**config.mk**
```make
export PLATFORM = sky130hd
export DESIGN_NAME = tlv_frame_builder_lrc
export DESIGN_NICKNAME = d
export VERILOG_FILES = /design/src/hw/rtl/tfb_pkg.sv /design/src/hw/rtl/tfb_front.sv /design/src/hw/rtl/tfb_queue.sv /design/src/hw/rtl/tfb_back.sv /design/src/hw/rtl/tlv_frame_builder_lrc.sv
export SDC_FILE = /design/constraint.sdc
export NUM_CORES = 1
export LEC_CHECK = 0
export BUFFER_PORTS_ARGS = -buffer_cell sky130_fd_sc_hd__buf_2
export CAP_MARGIN = 20
export CORE_ASPECT_RATIO = 0.5
export CORE_MARGIN = 4
export CORE_UTILIZATION = 40
export DETAILED_ROUTE_END_ITERATION = 8
export HOLD_SLACK_MARGIN = 0.12
export MAX_ROUTING_LAYER = met4
export PLACE_DENSITY = 0.6
export SYNTH_ARGS = -nofsm -noshare
export SYNTH_HDL_FRONTEND = slang
export SYNTH_SLANG_ARGS = --single-unit
```
**constraint.sdc**
```tcl
create_clock -name clk_i -period 5.08 [get_ports clk_i]
set_input_delay 1.016 -clock clk_i [delete_from_list [all_inputs] [get_ports clk_i]]
set_output_delay 1.016 -clock clk_i [all_outputs]
set_load 0.01 [all_outputs]
```
**src/hw/rtl/tfb_pkg.sv**
```systemverilog
package tfb_pkg;

  localparam int unsigned ByteW = 8;
  localparam logic [ByteW-1:0] FrameOverhead = 8'd9;

  typedef enum logic [1:0] {
    REG_START   = 2'd0,
    REG_CONTROL = 2'd1,
    REG_END     = 2'd2
  } tfb_reg_e;

  typedef enum logic [0:0] {
    OP_START   = 1'b0,
    OP_PAYLOAD = 1'b1
  } tfb_op_e;

  typedef enum logic [3:0] {
    ST_FIRST,
    ST_LEN,
    ST_CTRL,
    ST_INSTR,
    ST_TAG_HI,
    ST_TAG_LO,
    ST_DLEN,
    ST_LRC,
    ST_END
  } tfb_step_e;

  typedef struct packed {
    logic        op;
    logic [7:0]  instruction;
    logic [15:0] tag;
    logic [7:0]  declared_len;
    logic [7:0]  payload_len;
    logic [7:0]  data_byte;
    logic        last_byte;
  } tfb_in_t;

  typedef struct packed {
    logic [7:0] out_byte;
    logic       run_last;
    logic       frame_end;
  } tfb_out_t;

  typedef struct packed {
    logic [7:0] start_byte;
    logic [7:0] control_byte;
    logic [7:0] end_byte;
  } tfb_cfg_t;

  typedef struct packed {
    logic        is_payload;
    logic        close;
    logic [7:0]  instruction;
    logic [15:0] tag;
    logic [7:0]  declared_len;
    logic [7:0]  total_len;
    logic [7:0]  data_byte;
  } tfb_cmd_t;

endpackage

```
**src/hw/rtl/tfb_front.sv**
```systemverilog
module tfb_front
  import tfb_pkg::*;
(
  input  logic     clk_i,
  input  logic     rst_ni,
  input  logic     in_valid_i,
  output logic     in_ready_o,
  input  tfb_in_t  in_word_i,
  input  logic     q_full_i,
  output logic     push_o,
  output tfb_cmd_t push_cmd_o
);

  logic open_q, open_d;
  logic accept;
  logic is_payload;

  assign in_ready_o = !q_full_i;
  assign accept     = in_valid_i && in_ready_o;
  assign is_payload = (in_word_i.op == OP_PAYLOAD);

  always_comb begin
    open_d = open_q;
    push_o = 1'b0;
    if (accept) begin
      if (!is_payload) begin
        push_o = 1'b1;
        open_d = (in_word_i.payload_len != '0);
      end else if (open_q) begin
        push_o = 1'b1;
        open_d = !in_word_i.last_byte;
      end
    end
  end

  always_comb begin
    push_cmd_o.is_payload   = is_payload;
    push_cmd_o.close        = is_payload ? in_word_i.last_byte
                                         : (in_word_i.payload_len == '0);
    push_cmd_o.instruction  = in_word_i.instruction;
    push_cmd_o.tag          = in_word_i.tag;
    push_cmd_o.declared_len = in_word_i.declared_len;
    push_cmd_o.total_len    = in_word_i.payload_len + FrameOverhead;
    push_cmd_o.data_byte    = in_word_i.data_byte;
  end

  always_ff @(posedge clk_i or negedge rst_ni) begin
    if (!rst_ni) begin
      open_q <= 1'b0;
    end else begin
      open_q <= open_d;
    end
  end

endmodule

```
**src/hw/rtl/tfb_queue.sv**
```systemverilog
module tfb_queue
  import tfb_pkg::*;
#(
  parameter int unsigned Depth = 4
) (
  input  logic     clk_i,
  input  logic     rst_ni,
  input  logic     push_i,
  input  tfb_cmd_t push_cmd_i,
  output logic     full_o,
  output logic     head_valid_o,
  output tfb_cmd_t head_cmd_o,
  input  logic     pop_i
);

  localparam int unsigned PtrW = (Depth > 1) ? $clog2(Depth) : 1;
  localparam int unsigned CntW = $clog2(Depth + 1);

  tfb_cmd_t          mem_q [Depth];
  logic [PtrW-1:0]   wr_ptr_q, rd_ptr_q;
  logic [CntW-1:0]   cnt_q;
  logic              do_push, do_pop;

  assign full_o       = (cnt_q == CntW'(Depth));
  assign head_valid_o = (cnt_q != '0);
  assign head_cmd_o   = mem_q[rd_ptr_q];
  assign do_push      = push_i && !full_o;
  assign do_pop       = pop_i && head_valid_o;

  always_ff @(posedge clk_i) begin
    if (do_push) begin
      mem_q[wr_ptr_q] <= push_cmd_i;
    end
  end

  always_ff @(posedge clk_i or negedge rst_ni) begin
    if (!rst_ni) begin
      wr_ptr_q <= '0;
      rd_ptr_q <= '0;
      cnt_q    <= '0;
    end else begin
      if (do_push) begin
        wr_ptr_q <= (wr_ptr_q == PtrW'(Depth - 1)) ? '0 : wr_ptr_q + 1'b1;
      end
      if (do_pop) begin
        rd_ptr_q <= (rd_ptr_q == PtrW'(Depth - 1)) ? '0 : rd_ptr_q + 1'b1;
      end
      if (do_push && !do_pop) begin
        cnt_q <= cnt_q + 1'b1;
      end else if (do_pop && !do_push) begin
        cnt_q <= cnt_q - 1'b1;
      end
    end
  end

endmodule

```
**src/hw/rtl/tfb_back.sv**
```systemverilog
module tfb_back
  import tfb_pkg::*;
(
  input  logic     clk_i,
  input  logic     rst_ni,
  input  tfb_cfg_t cfg_i,
  input  logic     head_valid_i,
  input  tfb_cmd_t head_cmd_i,
  output logic     pop_o,
  output logic     out_valid_o,
  input  logic     out_ready_i,
  output tfb_out_t out_word_o
);

  tfb_step_e  step_q, step_d;
  logic [7:0] lrc_q, lrc_d;
  logic       out_valid_q;
  tfb_out_t   out_q;
  logic       can_emit, emit, final_step;
  logic [7:0] cur_byte;

  assign can_emit    = !out_valid_q || out_ready_i;
  assign emit        = head_valid_i && can_emit;
  assign pop_o       = emit && final_step;
  assign out_valid_o = out_valid_q;
  assign out_word_o  = out_q;

  // next step
  always_comb begin
    step_d = step_q;
    if (emit) begin
      if (final_step) begin
        step_d = ST_FIRST;
      end else begin
        case (step_q)
          ST_FIRST:  step_d = head_cmd_i.is_payload ? ST_LRC : ST_LEN;
          ST_LEN:    step_d = ST_CTRL;
          ST_CTRL:   step_d = ST_INSTR;
          ST_INSTR:  step_d = ST_TAG_HI;
          ST_TAG_HI: step_d = ST_TAG_LO;
          ST_TAG_LO: step_d = ST_DLEN;
          ST_DLEN:   step_d = ST_LRC;
          ST_LRC:    step_d = ST_END;
          default:   step_d = ST_FIRST;
        endcase
      end
    end
  end

  // byte selection and running check byte
  always_comb begin
    final_step = 1'b0;
    cur_byte   = '0;
    case (step_q)
      ST_FIRST: begin
        cur_byte   = head_cmd_i.is_payload ? head_cmd_i.data_byte : cfg_i.start_byte;
        final_step = head_cmd_i.is_payload && !head_cmd_i.close;
      end
      ST_LEN:    cur_byte = head_cmd_i.total_len;
      ST_CTRL:   cur_byte = cfg_i.control_byte;
      ST_INSTR:  cur_byte = head_cmd_i.instruction;
      ST_TAG_HI: cur_byte = head_cmd_i.tag[15:8];
      ST_TAG_LO: cur_byte = head_cmd_i.tag[7:0];
      ST_DLEN: begin
        cur_byte   = head_cmd_i.declared_len;
        final_step = !head_cmd_i.close;
      end
      ST_LRC:    cur_byte = lrc_q;
      ST_END: begin
        cur_byte   = cfg_i.end_byte;
        final_step = 1'b1;
      end
      default: begin
        cur_byte   = '0;
        final_step = 1'b1;
      end
    endcase

    lrc_d = lrc_q;
    if (emit) begin
      if (step_q == ST_FIRST && !head_cmd_i.is_payload) begin
        lrc_d = cur_byte;
      end else if (step_q == ST_END) begin
        lrc_d = '0;
      end else begin
        lrc_d = lrc_q ^ cur_byte;
      end
    end
  end

  always_ff @(posedge clk_i or negedge rst_ni) begin
    if (!rst_ni) begin
      step_q      <= ST_FIRST;
      lrc_q       <= '0;
      out_valid_q <= 1'b0;
    end else begin
      step_q <= step_d;
      lrc_q  <= lrc_d;
      if (can_emit) begin
        out_valid_q <= emit;
      end
    end
  end

  always_ff @(posedge clk_i) begin
    if (emit) begin
      out_q.out_byte  <= cur_byte;
      out_q.run_last  <= final_step;
      out_q.frame_end <= (step_q == ST_END);
    end
  end

endmodule

```
**src/hw/rtl/tlv_frame_builder_lrc.sv**
```systemverilog
// Frame builder with XOR check byte. A start word queues a header of seven
// bytes (nine with check byte and end marker when the payload is empty);
// each payload word queues one byte, three on the last. The serializer
// sends one byte per cycle through a registered output while commands are
// queued and out_ready_i does not stall it; the input takes one word per
// cycle while the FifoDepth-entry command queue has room. Payload words
// with no open frame are dropped. Registers 0..2 hold start, control and
// end bytes; other indexes are ignored.
module tlv_frame_builder_lrc
  import tfb_pkg::*;
#(
  parameter int unsigned FifoDepth = 4
) (
  input  logic       clk_i,
  input  logic       rst_ni,
  input  logic       in_valid_i,
  output logic       in_ready_o,
  input  tfb_in_t    in_word_i,
  output logic       out_valid_o,
  input  logic       out_ready_i,
  output tfb_out_t   out_word_o,
  input  logic       cfg_valid_i,
  output logic       cfg_ready_o,
  input  logic [1:0] cfg_index_i,
  input  logic [7:0] cfg_data_i
);

  tfb_cfg_t cfg_q;
  logic     q_full, push, head_valid, pop;
  tfb_cmd_t push_cmd, head_cmd;

  assign cfg_ready_o = 1'b1;

  always_ff @(posedge clk_i or negedge rst_ni) begin
    if (!rst_ni) begin
      cfg_q.start_byte   <= 8'd2;
      cfg_q.control_byte <= 8'd0;
      cfg_q.end_byte     <= 8'd3;
    end else if (cfg_valid_i) begin
      case (cfg_index_i)
        REG_START:   cfg_q.start_byte   <= cfg_data_i;
        REG_CONTROL: cfg_q.control_byte <= cfg_data_i;
        REG_END:     cfg_q.end_byte     <= cfg_data_i;
        default:     ;
      endcase
    end
  end

  tfb_front u_front (
    .clk_i,
    .rst_ni,
    .in_valid_i,
    .in_ready_o,
    .in_word_i,
    .q_full_i   (q_full),
    .push_o     (push),
    .push_cmd_o (push_cmd)
  );

  tfb_queue #(
    .Depth (FifoDepth)
  ) u_queue (
    .clk_i,
    .rst_ni,
    .push_i       (push),
    .push_cmd_i   (push_cmd),
    .full_o       (q_full),
    .head_valid_o (head_valid),
    .head_cmd_o   (head_cmd),
    .pop_i        (pop)
  );

  tfb_back u_back (
    .clk_i,
    .rst_ni,
    .cfg_i        (cfg_q),
    .head_valid_i (head_valid),
    .head_cmd_i   (head_cmd),
    .pop_o        (pop),
    .out_valid_o,
    .out_ready_i,
    .out_word_o
  );

endmodule

```
## Word level (Yosys, flattened, before mapping)

Memory sizes are Yosys's and may differ from the RTL's.
Index checks and enable logic that the tools add are counted.

- Memories kept: 1
- Output and inout bits: 13
- Register bits: 55
- RAM bits: 200
- Logic and storage cells: 80

Memories:

| name | depth | bits a word | rd ports | clocked after memory_dff | wr ports | RTL line | text |
|---|---|---|---|---|---|---|---|
| u_queue.mem_q | 4 | 50 | 1 | 0 | 1 | tfb_queue.sv:19 | `tfb_cmd_t mem_q [Depth];` |

- Bitwise gates (word level): 1
- $add $sub $neg: 5
- Equality and inequality tests: 13
- Reduce and logical (&&, ||, !) cells: 27
- Multiplexer cells: 20

Operators with widths:

| cell | number |
|---|---|
| $pmux 8 s9 | 1 |
| $pmux 4 s8 | 1 |
| $mux 8 | 3 |
| $eq 4x3->1 const B | 4 |
| $logic_and 1x1->1 | 9 |
| $mux 3 | 3 |
| $add 8x4->8 const B | 1 |
| $eq 4x2->1 const B | 2 |
| $logic_not 8->1 | 1 |
| $mux 1 | 8 |
| $reduce_bool 8->1 | 1 |
| $xor 8x8->8 | 1 |
| $logic_not 1->1 | 7 |
| $eq 2x2->1 const B | 3 |
| $reduce_and 2->1 | 3 |
| $reduce_or 6->1 | 1 |
| $add 2x1->2 const B | 2 |
| $eq 4x1->1 const B | 1 |
| $eq 4x4->1 const B | 1 |
| $logic_not 4->1 | 1 |
| $mux 2 | 2 |
| $mux 4 | 1 |
| $add 3x1->3 const B | 1 |
| $eq 3x3->1 const B | 1 |
| 7 further kinds | 7 |

## Depth between registers and ports, before layout

- Word-level depth: 9
- Gate-level depth with buffers: 14
- Depth with buffers taken out: 11

## Hierarchy

A second synthesis with hierarchy kept.

- Cells, all modules: 621
- Area total of the unflattened synthesis: 11105.7 sq um

Modules (own cells, without submodules):

| module | times used | area each (sq um) | sequential area each (sq um) | cells an instance |
|---|---|---|---|---|
| tfb_queue | 1 | 7731.2 | 6180.9 | 299 |
| tfb_back | 1 | 1923.1 | 625.6 | 198 |
| tlv_frame_builder_lrc | 1 | 927.1 | 604.3 | 53 |
| tfb_front | 1 | 524.3 | 25.0 | 71 |

## Worst setup path before layout

OpenSTA, ideal clock, no wires.

- Path kind: in2reg
- Start: in in_valid_i
- End: mem u_queue.mem_q[0][0] in the netlist's numbering (enable)
- Cell stages on the path: 3
- Buffers on the path: 0
- Data arrival time: 2664 ps
- Library setup time: 413 ps
- Slack: 2003 ps
- Path through: nand2_1 > a21oi_1 > and2_1

- Word-level cells in the longest chain between the ends: 5

RTL lines:

| what | RTL line | text |
|---|---|---|
| start, declared | tlv_frame_builder_lrc.sv:16 | `input logic in_valid_i,` |
| $logic_and 1x1->1 | tfb_front.sv:19 | `assign accept = in_valid_i && in_ready_o;` |
| $mux 1 | tfb_front.sv:25 | `if (accept) begin` |
| $logic_and 1x1->1 | tfb_queue.sv:27 | `assign do_push = push_i && !full_o;` |
| net u_queue.do_push | tfb_queue.sv:22 | `logic do_push, do_pop;` |
| $mux 1 | tfb_queue.sv:31 | `if (do_push) begin` |
| $mux 1 (implied by the code) | tfb_queue.sv:32 | `mem_q[wr_ptr_q] <= push_cmd_i;` |
| end, declared | tfb_queue.sv:19 |  |

The timed path passes the listed nets, and every way through them passes these cells.

## Worst setup path in the final report

- Start: reg u_back.step_q[2]
- End: reg u_queue.cnt_q[1]

- Word-level cells in the longest chain between the ends: 8
- Elaborated cells on any way between the ends: 17
- Those cells by class: eq/ne (7); mux (2); reduce/logical (8)

RTL lines:

| what | RTL line | text |
|---|---|---|
| start, declared | tfb_back.sv:15 | `tfb_step_e step_q, step_d;` |
| start signal, assigned | tfb_back.sv:97 | `step_q <= step_d;` |
| $eq 4x1->1 (tied with other cells) | tfb_back.sv:54 | `case (step_q)` |
| $reduce_or 6->1 (no source line) | -- |  |
| $pmux 1 s3 (*) | tfb_back.sv:54 |  |
| net u_back.final_step | tfb_back.sv:19 | `logic can_emit, emit, final_step;` |
| $logic_and 1x1->1 (*) | tfb_back.sv:24 | `assign pop_o = emit && final_step;` |
| $logic_and 1x1->1 (*) | tfb_queue.sv:28 | `assign do_pop = pop_i && head_valid_o;` |
| $logic_not 1->1 | tfb_queue.sv:48 | `if (do_push && !do_pop) begin` |
| $logic_and 1x1->1 | tfb_queue.sv:48 |  |
| $mux 3 / $reduce_bool 2->1 (equally long branches) | -- |  |
| end signal, assigned | tfb_queue.sv:49 | `cnt_q <= cnt_q + 1'b1;` |
| end signal, assigned | tfb_queue.sv:51 | `cnt_q <= cnt_q - 1'b1;` |
| end, declared | tfb_queue.sv:21 | `logic [CntW-1:0] cnt_q;` |

Mark *: on every way through the listed nets, which the timed path passes. The rest lies on a longest branch.
A chain may end at the register's enable or synchronous reset.

==> qor.yml <==
logic_synthesis:
  seq_area_frac_synth: 0.6953
  synth_top_area_share: 0.5897
  synth_nets: 694
  avgSynthCellArea_sq_um: 17.25
  ys_ff_latch: 255
  synth.distinct_cells: 68
  synth_commonest_cells: "edfxtp_1 (210), nand2_1 (44), dfrtp_1 (42), mux4_2 (31), mux2_2 (28)"
  yosys.area.top_type: "edfxtp_1"
  ys.flop_type: "edfxtp_1"
  ys_async_sr_fraction: 0.1765
  synth_area_sq_um: 10690
  ys_top_cells_by_area: "edfxtp_1 (59%), dfrtp_1 (9.8%), mux4_2 (6.5%)"
  yosysMostFrequentCell: "edfxtp_1"
  synth_edf_count: 210
  yosysWarningCount: 0
  synth_cells: 620
finish:
  layout-drive-gt1-share: 0.2748
  nets: 773
  fin_area_sq_um: 12160
  fillCellCount: 2201
  multi_input_area_sq_um: 3002
  area_growth_pct: 13.71
  regArea_sq_um: 7438
clocking:
  cts_tree: "built"
  cts_setup_buffers: 0
  cts_root_buf: "clkbuf_16"
  clkTransAtPathRegs_ns: 0.07
  clockBufferDepth: 3
  insertion_delay_ns: 0.53
  cts.sinks: 255
  numCtsBuffers: 24
  cts_max_level: 1
  hold_buffers: 0
  ctsResizeCount: 0
worst_setup_path:
  crit_required_ns: 5.48
  cp_max_fo: 22
  arrival_ns: 3.93
  crit_path_start_kind: "flop"
  critical_path.max_stage_delay_ns: 0.89
  crit_family: "simple AND/OR/NAND/NOR gates"
  worst-path-buf-inv: 2
  cp_cell_sequence: "nor4bb_1, a21oi_1, o21bai_1, and2_1, inv_1, ha_1, inv_1, fa_1, mux2_2"
  cpMostUsedCell: "inv_1"
  cp-end-kind: "flop"
  crit_type: "flop to flop"
  crit_path_top_delay_cell: "nor4bb_1"
power:
  ir_worst_vdd_mv: 0.2787
  p_sw_mw: 2.243
  pwr_density_cell_nw_per_um2: 574.4
  seqPwrFrac: 0.441
  p_leak_nw: 4.288
  comb_power_share: 0.304
  p_int_mw: 4.743
  p_sw_frac: 0.3210
  power.total_mw: 6.985
  clkPwrFrac: 0.255
min_path:
  hp-class: "input pin to async pin"
routing:
  dr.pass1.iters: 5
  wl_um: 22920
  via_per_inst: 5.437
  vias: 5785
  wire_per_inst_um: 21.54
  ant_nets: 0
  drt_drc_violations_left: 0
  first_iter_violations: 659
timing:
  slew_headroom: 0.3105
  rsz0062_at_grt: "false"
  finalCritPeriodShare: 0.6948
  hold_ws_ns: 0.4912
  max_freq_mhz: 283.3
  fin_skew_ns: 0.01906
  finalHoldViolCount: 0
  min_period_ns: 3.529
  fin_setup_tns_ns: 0
  fin_ws_ns: 1.551
  worst_pin_slew_ns: 1.030
  setup_viol: 0
  maxSlewViolCount: 0
die:
  io_pins: 78
  initial_utilization: 0.4153
  fp-row-count: 41
  dieArea_sq_um: 29570
  die_x_um: 239.2
  die_height_um: 123.6
  core_sq_um: 25750
global_routing:
  grt_first_pass_wirelength_um: 35090
  grt_pass1_vias: 5732
  grt_overflow: 0
  grt_max_degree: 51
  antenna_found_initial: 3
  grt.total_usage: 0.1608
place:
  pre_cts_ws_ns: 1.576
  io_buffers: 76
  gp_congestion: 0.8507
  dpl-instance-area_sq_um: 11360
  hpwl_um: 15220
flow_run:
  maxCapViolations: 0
run_status:
  status: "complete, no violations"
path summary, 6_finish.rpt:
| path | startpoint | to | slack, ns | depth (start not counted) |
|---|---|---|---|---|
| max in group asynchronous | rst_ni | cfg_q[0] | 3.99 | 2 |
| min in group clk_i | u_back.out_valid_o | u_back.out_valid_o | 0.49 | 2 |
| max | u_back.step_q[2] | u_queue.cnt_q[1] | 1.55 | 9 |
| max reg2reg | u_back.step_q[2] | u_queue.cnt_q[1] | 1.55 | 9 |
| min reg2reg | u_back.out_valid_o | u_back.out_valid_o | 0.49 | 2 |
| min | rst_ni | u_back.lrc_q[7] | 0.49 | 1 |
kinds of logic after synthesis:
logic type,synth area share
DFF,0.6953
and+or+nand+nor,0.06646
muxes,0.1420
AOI/OAI and AO/OA,0.05230
buffers and inverters,0.02492
adders and majority gates,0.01123
xor gates and xnor gates,0.007370
other,0.0003507
through the flow:
stage,util,instances
4_1_cts,0.4711,1060
2_1_floorplan,-,620
6_report,0.4722,1064
5_1_grt,0.4722,1064
3_3_place_gp,0.4410,1016
3_5_place_dp,0.4410,1016
power groups by stage:
stage	Sequential (mW)	Clock (mW)	Combinational [mW]
floorplan	2.96	0	1.68
global placement	3.12	0	2.12
detailed placement	3.13	0	2.14
CTS	3.09	1.82	2.14
global route	3.13	1.91	2.31
finish	3.08	1.78	2.12
state kept, by name, indices dropped and copies added, names as in the netlist:
name                flops
u_back.out_word_o      10
u_queue.wr_ptr_q        2
u_back.step_q           4
u_queue.rd_ptr_q        2
u_queue.cnt_q           3
cfg_q                  24
u_back.lrc_q            8
u_back.out_valid_o      1
u_queue.mem_q         200
u_front.open_q          1
area by class of cell:
| type | instances | area share |
|---|---|---|
| diodes | 3 | 0.0006173 |
| clock buffers | 26 | 0.05001 |
| clock inverters | 18 | 0.01389 |
| inverters | 16 | 0.004939 |
| multi-input cells | 319 | 0.2468 |
| flip-flops and latches | 255 | 0.6117 |
| well taps | 344 | 0.03539 |
| repair buffers | 83 | 0.03663 |
routing by layer:
metal  track usage  wire length, um  vias up  part of all wire
met2        0.2302            10230      141              0.45
met5             -                0        -                 0
met4       0.03948              454        0             0.020
met1        0.2390            10930     2978              0.48
met3       0.03186             1307       36             0.057
li1              -                -     2630                 -
layout by cell type (no fill, tap or decap), types with 7 or more instances in the layout:
master,Yosys,layout
edfxtp_1,210,210
buf_2,11,76
nand2_1,44,44
dfrtp_1,42,40
mux4_2,31,31
mux2_2,28,28
clkbuf_16,0,24
mux2i_1,19,19
nor2_1,19,19
o21ai_0,15,15
a21oi_1,14,14
inv_1,14,14
a22oi_1,12,12
mux4_1,12,12
clkinv_1,1,10
nand3_1,8,8
ha_1,8,8
nor3_1,7,7
Note: power is estimated with default switching activity, not from simulation.
